File: src/tff_pkg.sv
`default_nettype none
package tff_pkg;

  localparam int HEADER_LEN      = 5;
  localparam int FLAG_BYTE       = 4;
  localparam int HIDX_W          = $clog2(HEADER_LEN);
  localparam int HCNT_W          = $clog2(HEADER_LEN + 1);
  localparam int MAX_FRAME_LEN_D = 2048;
  localparam int LEN_IN_W        = 12;
  localparam int MP_W            = 12;
  localparam int MASK_W          = 8;
  localparam int CFG_DATA_W      = 12;
  localparam int CFG_IDX_W       = 1;
  // must stay a power of two, pointers wrap naturally
  localparam int QUEUE_DEPTH     = 4;

  localparam logic [CFG_IDX_W-1:0] CFG_MAX_PAYLOAD    = 1'd0;
  localparam logic [CFG_IDX_W-1:0] CFG_MORE_FLAG_MASK = 1'd1;

  localparam logic [MP_W-1:0]   MAX_PAYLOAD_RST    = 12'd236;
  localparam logic [MASK_W-1:0] MORE_FLAG_MASK_RST = 8'd32;

  typedef enum logic [1:0] {
    CMD_PASS,
    CMD_HDR,
    CMD_FRAG,
    CMD_FRAG_FIRST
  } cmd_kind_t;

  typedef struct packed {
    cmd_kind_t         kind;
    logic [7:0]        data;
    logic              fend;
    logic              more;
    logic [HIDX_W-1:0] hidx;
  } cmd_t;

  typedef struct packed {
    logic [MP_W-1:0]   max_payload;
    logic [MASK_W-1:0] more_mask;
  } cfg_t;

endpackage
`default_nettype wire

File: src/tff_front.sv
`default_nettype none
module tff_front #(
  parameter int MAX_FRAME_LEN = tff_pkg::MAX_FRAME_LEN_D
) (
  input  wire logic                          clk,
  input  wire logic                          rst_n,
  input  wire tff_pkg::cfg_t                 cfg,
  input  wire logic                          accept,
  input  wire logic [7:0]                    data_byte,
  input  wire logic [tff_pkg::LEN_IN_W-1:0]  frame_length,
  output tff_pkg::cmd_t                      cmd
);

  localparam int PW = $clog2(MAX_FRAME_LEN);
  localparam int LW = $clog2(MAX_FRAME_LEN + 1);
  localparam int CW = ((LW > tff_pkg::LEN_IN_W) ? LW : tff_pkg::LEN_IN_W) + 1;

  logic [PW-1:0]             pos_r, pos_nxt;
  logic [tff_pkg::MP_W-1:0]  chunk_r, chunk_nxt;
  logic                      frag_r, frag_nxt;

  logic [CW-1:0] fl_ext, len, mp, pos_ext, remaining, fill_inc;
  logic          last, frag_dec, frag, more, chunk_end, in_hdr;

  always_comb begin
    fl_ext  = CW'(frame_length);
    if (fl_ext == '0) begin
      len = CW'(1);
    end else if (fl_ext > CW'(MAX_FRAME_LEN)) begin
      len = CW'(MAX_FRAME_LEN);
    end else begin
      len = fl_ext;
    end
    mp        = (cfg.max_payload == '0) ? CW'(1) : CW'(cfg.max_payload);
    pos_ext   = CW'(pos_r);
    last      = (pos_ext + CW'(1)) >= len;
    frag_dec  = (len >= CW'(tff_pkg::HEADER_LEN)) &&
                ((len - CW'(tff_pkg::HEADER_LEN)) > mp);
    frag      = (pos_r == '0) ? frag_dec : frag_r;
    remaining = (len > pos_ext) ? (len - pos_ext) : CW'(1);
    more      = remaining > mp;
    fill_inc  = CW'(chunk_r) + CW'(1);
    chunk_end = last || (fill_inc >= mp);
    in_hdr    = pos_ext < CW'(tff_pkg::HEADER_LEN);

    cmd.data = data_byte;
    cmd.more = more;
    cmd.hidx = pos_r[tff_pkg::HIDX_W-1:0];
    if (!frag) begin
      cmd.kind = tff_pkg::CMD_PASS;
      cmd.fend = last;
    end else if (in_hdr) begin
      cmd.kind = tff_pkg::CMD_HDR;
      cmd.fend = 1'b0;
    end else begin
      cmd.kind = (chunk_r == '0) ? tff_pkg::CMD_FRAG_FIRST : tff_pkg::CMD_FRAG;
      cmd.fend = chunk_end;
    end
  end

  always_comb begin
    pos_nxt   = pos_r;
    chunk_nxt = chunk_r;
    frag_nxt  = frag_r;
    if (accept) begin
      if (last) begin
        pos_nxt   = '0;
        chunk_nxt = '0;
        frag_nxt  = 1'b0;
      end else begin
        pos_nxt  = pos_r + PW'(1);
        frag_nxt = frag;
        if (frag && !in_hdr) begin
          chunk_nxt = chunk_end ? '0 : fill_inc[tff_pkg::MP_W-1:0];
        end
      end
    end
  end

  always_ff @(posedge clk) begin
    if (!rst_n) begin
      pos_r   <= '0;
      chunk_r <= '0;
      frag_r  <= 1'b0;
    end else begin
      pos_r   <= pos_nxt;
      chunk_r <= chunk_nxt;
      frag_r  <= frag_nxt;
    end
  end

endmodule
`default_nettype wire

File: src/tff_queue.sv
`default_nettype none
module tff_queue (
  input  wire logic          clk,
  input  wire logic          rst_n,
  input  wire logic          push,
  input  wire tff_pkg::cmd_t push_cmd,
  input  wire logic          pop,
  output tff_pkg::cmd_t      head,
  output logic               empty,
  output logic               full
);

  localparam int DEPTH = tff_pkg::QUEUE_DEPTH;
  localparam int AW    = $clog2(DEPTH);
  localparam int CNTW  = $clog2(DEPTH + 1);

  tff_pkg::cmd_t   mem [DEPTH];
  logic [AW-1:0]   wr_ptr_r, wr_ptr_nxt, rd_ptr_r, rd_ptr_nxt;
  logic [CNTW-1:0] count_r, count_nxt;

  assign empty = (count_r == '0);
  assign full  = (count_r == CNTW'(DEPTH));
  assign head  = mem[rd_ptr_r];

  always_comb begin
    wr_ptr_nxt = push ? wr_ptr_r + AW'(1) : wr_ptr_r;
    rd_ptr_nxt = pop ? rd_ptr_r + AW'(1) : rd_ptr_r;
    count_nxt  = count_r;
    if (push && !pop) begin
      count_nxt = count_r + CNTW'(1);
    end else if (pop && !push) begin
      count_nxt = count_r - CNTW'(1);
    end
  end

  always_ff @(posedge clk) begin
    if (push) begin
      mem[wr_ptr_r] <= push_cmd;
    end
  end

  always_ff @(posedge clk) begin
    if (!rst_n) begin
      wr_ptr_r <= '0;
      rd_ptr_r <= '0;
      count_r  <= '0;
    end else begin
      wr_ptr_r <= wr_ptr_nxt;
      rd_ptr_r <= rd_ptr_nxt;
      count_r  <= count_nxt;
    end
  end

endmodule
`default_nettype wire

File: src/tff_back.sv
`default_nettype none
module tff_back (
  input  wire logic          clk,
  input  wire logic          rst_n,
  input  wire tff_pkg::cfg_t cfg,
  input  wire tff_pkg::cmd_t head,
  input  wire logic          empty,
  output logic               pop,
  output logic               out_valid,
  input  wire logic          out_ready,
  output logic [7:0]         out_byte,
  output logic               out_frame_end,
  output logic               out_run_last
);

  logic [7:0]                  hdr_r [tff_pkg::HEADER_LEN];
  logic                        hdr_we;
  logic [tff_pkg::HCNT_W-1:0]  hcnt_r, hcnt_nxt;
  logic                        valid_r, valid_nxt;
  logic [7:0]                  byte_r, byte_nxt;
  logic                        fend_r, fend_nxt, rl_r, rl_nxt;
  logic                        load_ok;
  logic [7:0]                  hdr_byte;

  assign out_valid     = valid_r;
  assign out_byte      = byte_r;
  assign out_frame_end = fend_r;
  assign out_run_last  = rl_r;

  assign load_ok = !valid_r || out_ready;

  always_comb begin
    hdr_byte = hdr_r[hcnt_r[tff_pkg::HIDX_W-1:0]];
    if ((hcnt_r == tff_pkg::HCNT_W'(tff_pkg::FLAG_BYTE)) && head.more) begin
      hdr_byte = hdr_byte | cfg.more_mask;
    end
  end

  always_comb begin
    pop       = 1'b0;
    hdr_we    = 1'b0;
    hcnt_nxt  = hcnt_r;
    valid_nxt = valid_r && !out_ready;
    byte_nxt  = byte_r;
    fend_nxt  = fend_r;
    rl_nxt    = rl_r;
    if (!empty) begin
      unique case (head.kind) inside
        tff_pkg::CMD_HDR: begin
          // header byte is held back, no output word
          pop    = 1'b1;
          hdr_we = 1'b1;
        end
        tff_pkg::CMD_PASS, tff_pkg::CMD_FRAG: begin
          if (load_ok) begin
            pop       = 1'b1;
            valid_nxt = 1'b1;
            byte_nxt  = head.data;
            fend_nxt  = head.fend;
            rl_nxt    = 1'b1;
          end
        end
        tff_pkg::CMD_FRAG_FIRST: begin
          if (load_ok) begin
            valid_nxt = 1'b1;
            if (hcnt_r < tff_pkg::HCNT_W'(tff_pkg::HEADER_LEN)) begin
              byte_nxt = hdr_byte;
              fend_nxt = 1'b0;
              rl_nxt   = 1'b0;
              hcnt_nxt = hcnt_r + tff_pkg::HCNT_W'(1);
            end else begin
              pop      = 1'b1;
              byte_nxt = head.data;
              fend_nxt = head.fend;
              rl_nxt   = 1'b1;
              hcnt_nxt = '0;
            end
          end
        end
        default: begin
        end
      endcase
    end
  end

  always_ff @(posedge clk) begin
    if (hdr_we) begin
      hdr_r[head.hidx] <= head.data;
    end
    byte_r <= byte_nxt;
    fend_r <= fend_nxt;
    rl_r   <= rl_nxt;
  end

  always_ff @(posedge clk) begin
    if (!rst_n) begin
      valid_r <= 1'b0;
      hcnt_r  <= '0;
    end else begin
      valid_r <= valid_nxt;
      hcnt_r  <= hcnt_nxt;
    end
  end

endmodule
`default_nettype wire

File: src/transport_frame_fragmenter.sv
// Transport frame fragmenter. Takes one frame byte per word, each with the
// frame's total length, and emits the frame unchanged, or, when its payload
// exceeds max_payload, as fragments that each start with a copy of the
// five-byte header (byte 4 ORed with more_flag_mask in all but the last).
// Input takes one word per cycle while the four-entry command queue has room.
// The output side emits one word per cycle while out_ready does not stall it;
// each held header byte is taken with no output; the first payload byte of each
// fragment goes out as five replayed header bytes, then the byte. The queue and
// output register absorb these bursts; the output side sets the sustained rate.
// The user must write registers through cfg_we/cfg_index/cfg_data only while idle; the block does not enforce it.
`default_nettype none
module transport_frame_fragmenter #(
  parameter int MAX_FRAME_LEN = tff_pkg::MAX_FRAME_LEN_D
) (
  input  wire logic                            clk,
  input  wire logic                            rst_n,
  input  wire logic                            cfg_we,
  input  wire logic [tff_pkg::CFG_IDX_W-1:0]   cfg_index,
  input  wire logic [tff_pkg::CFG_DATA_W-1:0]  cfg_data,
  input  wire logic                            in_valid,
  output logic                                 in_ready,
  input  wire logic [7:0]                      in_data_byte,
  input  wire logic [tff_pkg::LEN_IN_W-1:0]    in_frame_length,
  output logic                                 out_valid,
  input  wire logic                            out_ready,
  output logic [7:0]                           out_byte,
  output logic                                 out_frame_end,
  output logic                                 out_run_last
);

  tff_pkg::cfg_t cfg_r, cfg_nxt;
  tff_pkg::cmd_t front_cmd, head;
  logic          accept, pop, q_empty, q_full;

  always_comb begin
    cfg_nxt = cfg_r;
    if (cfg_we) begin
      unique case (cfg_index)
        tff_pkg::CFG_MAX_PAYLOAD:    cfg_nxt.max_payload = cfg_data[tff_pkg::MP_W-1:0];
        tff_pkg::CFG_MORE_FLAG_MASK: cfg_nxt.more_mask   = cfg_data[tff_pkg::MASK_W-1:0];
        default: begin
        end
      endcase
    end
  end

  always_ff @(posedge clk) begin
    if (!rst_n) begin
      cfg_r.max_payload <= tff_pkg::MAX_PAYLOAD_RST;
      cfg_r.more_mask   <= tff_pkg::MORE_FLAG_MASK_RST;
    end else begin
      cfg_r <= cfg_nxt;
    end
  end

  assign in_ready = !q_full;
  assign accept   = in_valid && in_ready;

  tff_front #(.MAX_FRAME_LEN(MAX_FRAME_LEN)) u_front (
    .clk          (clk),
    .rst_n        (rst_n),
    .cfg          (cfg_r),
    .accept       (accept),
    .data_byte    (in_data_byte),
    .frame_length (in_frame_length),
    .cmd          (front_cmd)
  );

  tff_queue u_queue (
    .clk      (clk),
    .rst_n    (rst_n),
    .push     (accept),
    .push_cmd (front_cmd),
    .pop      (pop),
    .head     (head),
    .empty    (q_empty),
    .full     (q_full)
  );

  tff_back u_back (
    .clk           (clk),
    .rst_n         (rst_n),
    .cfg           (cfg_r),
    .head          (head),
    .empty         (q_empty),
    .pop           (pop),
    .out_valid     (out_valid),
    .out_ready     (out_ready),
    .out_byte      (out_byte),
    .out_frame_end (out_frame_end),
    .out_run_last  (out_run_last)
  );

endmodule
`default_nettype wire

File: config.mk
export PLATFORM = sky130hd
export DESIGN_NAME = transport_frame_fragmenter
export DESIGN_NICKNAME = d
export VERILOG_FILES = /design/src/tff_pkg.sv /design/src/tff_front.sv /design/src/tff_queue.sv /design/src/tff_back.sv /design/src/transport_frame_fragmenter.sv
export SDC_FILE = /design/constraint.sdc
export NUM_CORES = 1
export LEC_CHECK = 0
export BUFFER_PORTS_ARGS = -buffer_cell sky130_fd_sc_hd__buf_2
export CORE_MARGIN = 2
export CORE_UTILIZATION = 60
export DETAILED_ROUTE_END_ITERATION = 10
export PLACE_DENSITY = 0.86
export SKIP_CTS_REPAIR_TIMING = 1
export SLEW_MARGIN = 30
export SYNTH_ARGS = -nofsm -noshare
export SYNTH_HDL_FRONTEND = slang
export SYNTH_SLANG_ARGS = --single-unit
File: constraint.sdc
create_clock -name clk -period 10.4 [get_ports clk]
set_input_delay 2.08 -clock clk [delete_from_list [all_inputs] [get_ports clk]]
set_output_delay 2.08 -clock clk [all_outputs]
set_load 0.02 [all_outputs]
==> results.py <==
metrics = {
    "outcome": {
        "status": "finished clean",
    },
    "floorplanning": {
        "io-pin-count": 50,
        "coreArea_um2": 14600,
        "fp.dieW_um": 127,
        "dieArea_um2": 16100,
        "die_h_um": 127,
        "rows": 44,
        "start_util": 0.620,
    },
    "detailed_routing": {
        "wire_per_inst_um": 19.6,
        "drtPass1Iterations": 5,
        "viasPerCell": 6.32,
        "dr.first_iter.drc_count": 754,
        "drc": 0,
        "ant_nets": 0,
        "via_count": 6858,
        "wl_um": 21300,
    },
    "sta": {
        "slew_violations": 0,
        "rsz0062_at_grt": "no",
        "post-route-min-period_ns": 7.10,
        "hold_viol": 0,
        "holdWs_ns": 0.472,
        "fin_worst_skew_ns": 0.0120,
        "worst_pin_slew_ns": 0.836,
        "tns_ns": 0,
        "relSlewSlack": 0.443,
        "setup_viol": 0,
        "post-route-period-util": 0.683,
        "worst_slack_ns": 3.30,
        "max_freq_mhz": 141,
    },
    "clock_network": {
        "cts_buffers": 17,
        "cts.sinks": 170,
        "cts_max_level": 4,
        "clk_path_buf_depth": 2,
        "cts_root_buf": "clkbuf_16",
        "insertion_delay_ns": 0.43,
        "cts_tree": "yes",
        "clk_pin_slew_ns": 0.06,
    },
    "global_route": {
        "grt_pass1_wl_um": 33500,
        "gr-total-overflow": 0,
        "grt_pass1_vias": 6504,
        "grt_max_degree": 36,
        "antenna_found_initial": 0,
        "grt_usage": 0.267,
    },
    "worst_setup_path": {
        "cp_top_family": "compound AO/OA/AOI/OAI gates",
        "path_common_cell": "o21ai_0",
        "critPathMaxStageDelay_ns": 0.60,
        "cp_max_fo": 10,
        "path_class": "input pin to register",
        "startpoint_type": "input pin",
        "crit_path_cell_trace": "buf_2 -> or4_1 -> nand3b_1 -> o21ai_1 -> nand2_1 -> inv_1 -> ha_1 -> o21ai_0 -> a21oi_1 -> o41ai_1 -> o211ai_1 -> o31ai_2 -> nor3_1 -> ha_1 -> a21oi_1 -> nor2b_1 -> o21ai_0 -> a21boi_0 -> nor4_1 -> o21ai_0",
        "critPathArrivalTime_ns": 7.22,
        "cp_slowest_cell": "o31ai_2",
        "cp_data_required_time_ns": 10.52,
        "crit_buf_inv": 2,
        "crit_path_end_kind": "register",
    },
    "synth": {
        "syn_area_um2": 9080,
        "synth_ff_type": "edfxtp_1",
        "synthTopCellsByCount": "edfxtp_1, nand2_1, ha_1",
        "synthCells": 846,
        "syn-num-nets": 958,
        "synth_top_area_share": 0.364,
        "synth-edff-count": 110,
        "yosysSeqAreaShare": 0.496,
        "ys_seq_elements": 170,
        "synth.avg_cell_area_um2": 10.7,
        "synth.most_common_cell": "edfxtp_1",
        "async_flop_share": 0,
        "synth_area_leader_cell": "edfxtp_1",
        "synth_cell_types": 60,
        "synth_area_leaders": "edfxtp_1, dfxtp_1, ha_1, mux4_2, nand2_1",
        "yosysWarnings": 0,
    },
    "cells_and_area": {
        "drive_above_1_share": 0.133,
        "areaGrowthSynthToFinish_pct": 10.6,
        "num_antenna_cells": 0,
        "finalNonFillerCells": 1085,
        "fillers": 1003,
        "nets": 1000,
    },
    "hold_path": {
        "worst_hold_path_type": "register to register",
    },
    "run": {
        "max-cap-violations": 0,
    },
    "power": {
        "powerDensity_nw_per_um2": 210,
        "vdd_ir_drop_max_v": 0.000129,
        "p_leak_nw": 3.92,
    },
    "place": {
        "dp.cells": 1053,
        "gp_congestion": 0.949,
        "dpl_worst_slack_ns": 3.26,
        "dp_hpwl_um": 14000,
        "io_buffers": 49,
    },
}
sequential cells by signal (all words and copies together) (netlist names), 2 cells and up, named ones only:
register and cells:
u_back.hdr_r 40, u_queue.wr_ptr_r 2, cfg_r 20, u_queue.mem 60, u_queue.rd_ptr_r 2, u_front.pos_r 11, u_front.chunk_r 12, u_queue.count_r 3
u_back.hcnt_r 3, u_back.out_byte 8
routing by layer:
| layer | track usage | vias up | wire, µm |
|---|---|---|---|
| met5 | 0 | - | 0 |
| met4 | 0.101 | 0 | 468 |
| met3 | 0.0586 | 54 | 1760 |
| met2 | 0.435 | 372 | 10300 |
| met1 | 0.355 | 3249 | 8800 |
| li1 | - | 3183 | - |
logic make-up (layout without fill, tap and decap cells):
logic type / count (synthesis) / in the layout / synth area share
compound gates: 155 / 155 / 0.108
xor+xnor: 38 / 38 / 0.0366
fa+ha+maj: 74 / 74 / 0.104
buf+inv: 86 / 141 / 0.0369
flops: 170 / 170 / 0.496
mux: 26 / 26 / 0.0591
simple gates: 297 / 297 / 0.160
metrics by stage:
step                      area (µm²)  power (mW)   util
after floorplan                 9080        1.31      -
after global placement          9470        1.44  0.647
after detailed placement        9470        1.47  0.647
after CTS                      10000        2.10  0.686
after global routing           10000        2.19  0.686
final                          10000        2.10  0.686
power breakdown:
part / internal [mW] / total (mW) / leakage [nW] / switching, mW
sequential: 0.854 / 0.916 / 1.51 / 0.0621
combinational: 0.221 / 0.570 / 2.13 / 0.349
clock: 0.346 / 0.618 / 0.274 / 0.272
total: 1.42 / 2.10 / 3.92 / 0.683
cell type report:
class | count | area (µm²) | share of cell area
Clock buffer | 21 | 460 | 0.0458
Clock inverter | 11 | 109 | 0.0108
Inverter | 54 | 203 | 0.0202
Multi-Input combinational cell | 590 | 4250 | 0.423
Sequential cell | 170 | 4500 | 0.448
Tap cell | 184 | 230 | 0.0229
Timing Repair Buffer | 55 | 290 | 0.0289
final timing paths:
kind	startpoint	end	slack [ns]	cells after the start
max	in_frame_length[7]	u_queue.mem[1][3]$_DFFE_PP_	3.30	20
min	u_front.pos_r[9]$_SDFFE_PN0P_	u_front.pos_r[9]$_SDFFE_PN0P_	0.47	2
min reg2reg	u_front.pos_r[9]$_SDFFE_PN0P_	u_front.pos_r[9]$_SDFFE_PN0P_	0.47	2
max reg2reg	u_front.pos_r[1]$_SDFFE_PN0P_	u_queue.mem[1][3]$_DFFE_PP_	5.46	16
worst min-delay path, delay by kind of cell, from the launching register on:
kind | cells | cell delay, ns
and+or+nand+nor | 1 | 0.05
AOI/OAI and AO/OA | 1 | 0.05
DFF | 1 | 0.32
placed cells by master (no fill, tap or decap), types with 8 or more instances in the layout:
cell type and instances:
edfxtp_1 110, nand2_1 99, ha_1 72, dfxtp_1 60, nor2_1 58, a21oi_1 54, inv_1 53, buf_2 49
o21ai_0 40, nand3_1 33, xnor2_1 26, nor2b_1 23, nor3_1 22, mux4_2 22, clkbuf_16 17, xor2_1 12
and3_1 11, nand4_1 9, a221o_1 9, or4_1 8, a221oi_1 8, nand2b_1 8
Power figures use the tool's default switching activity.
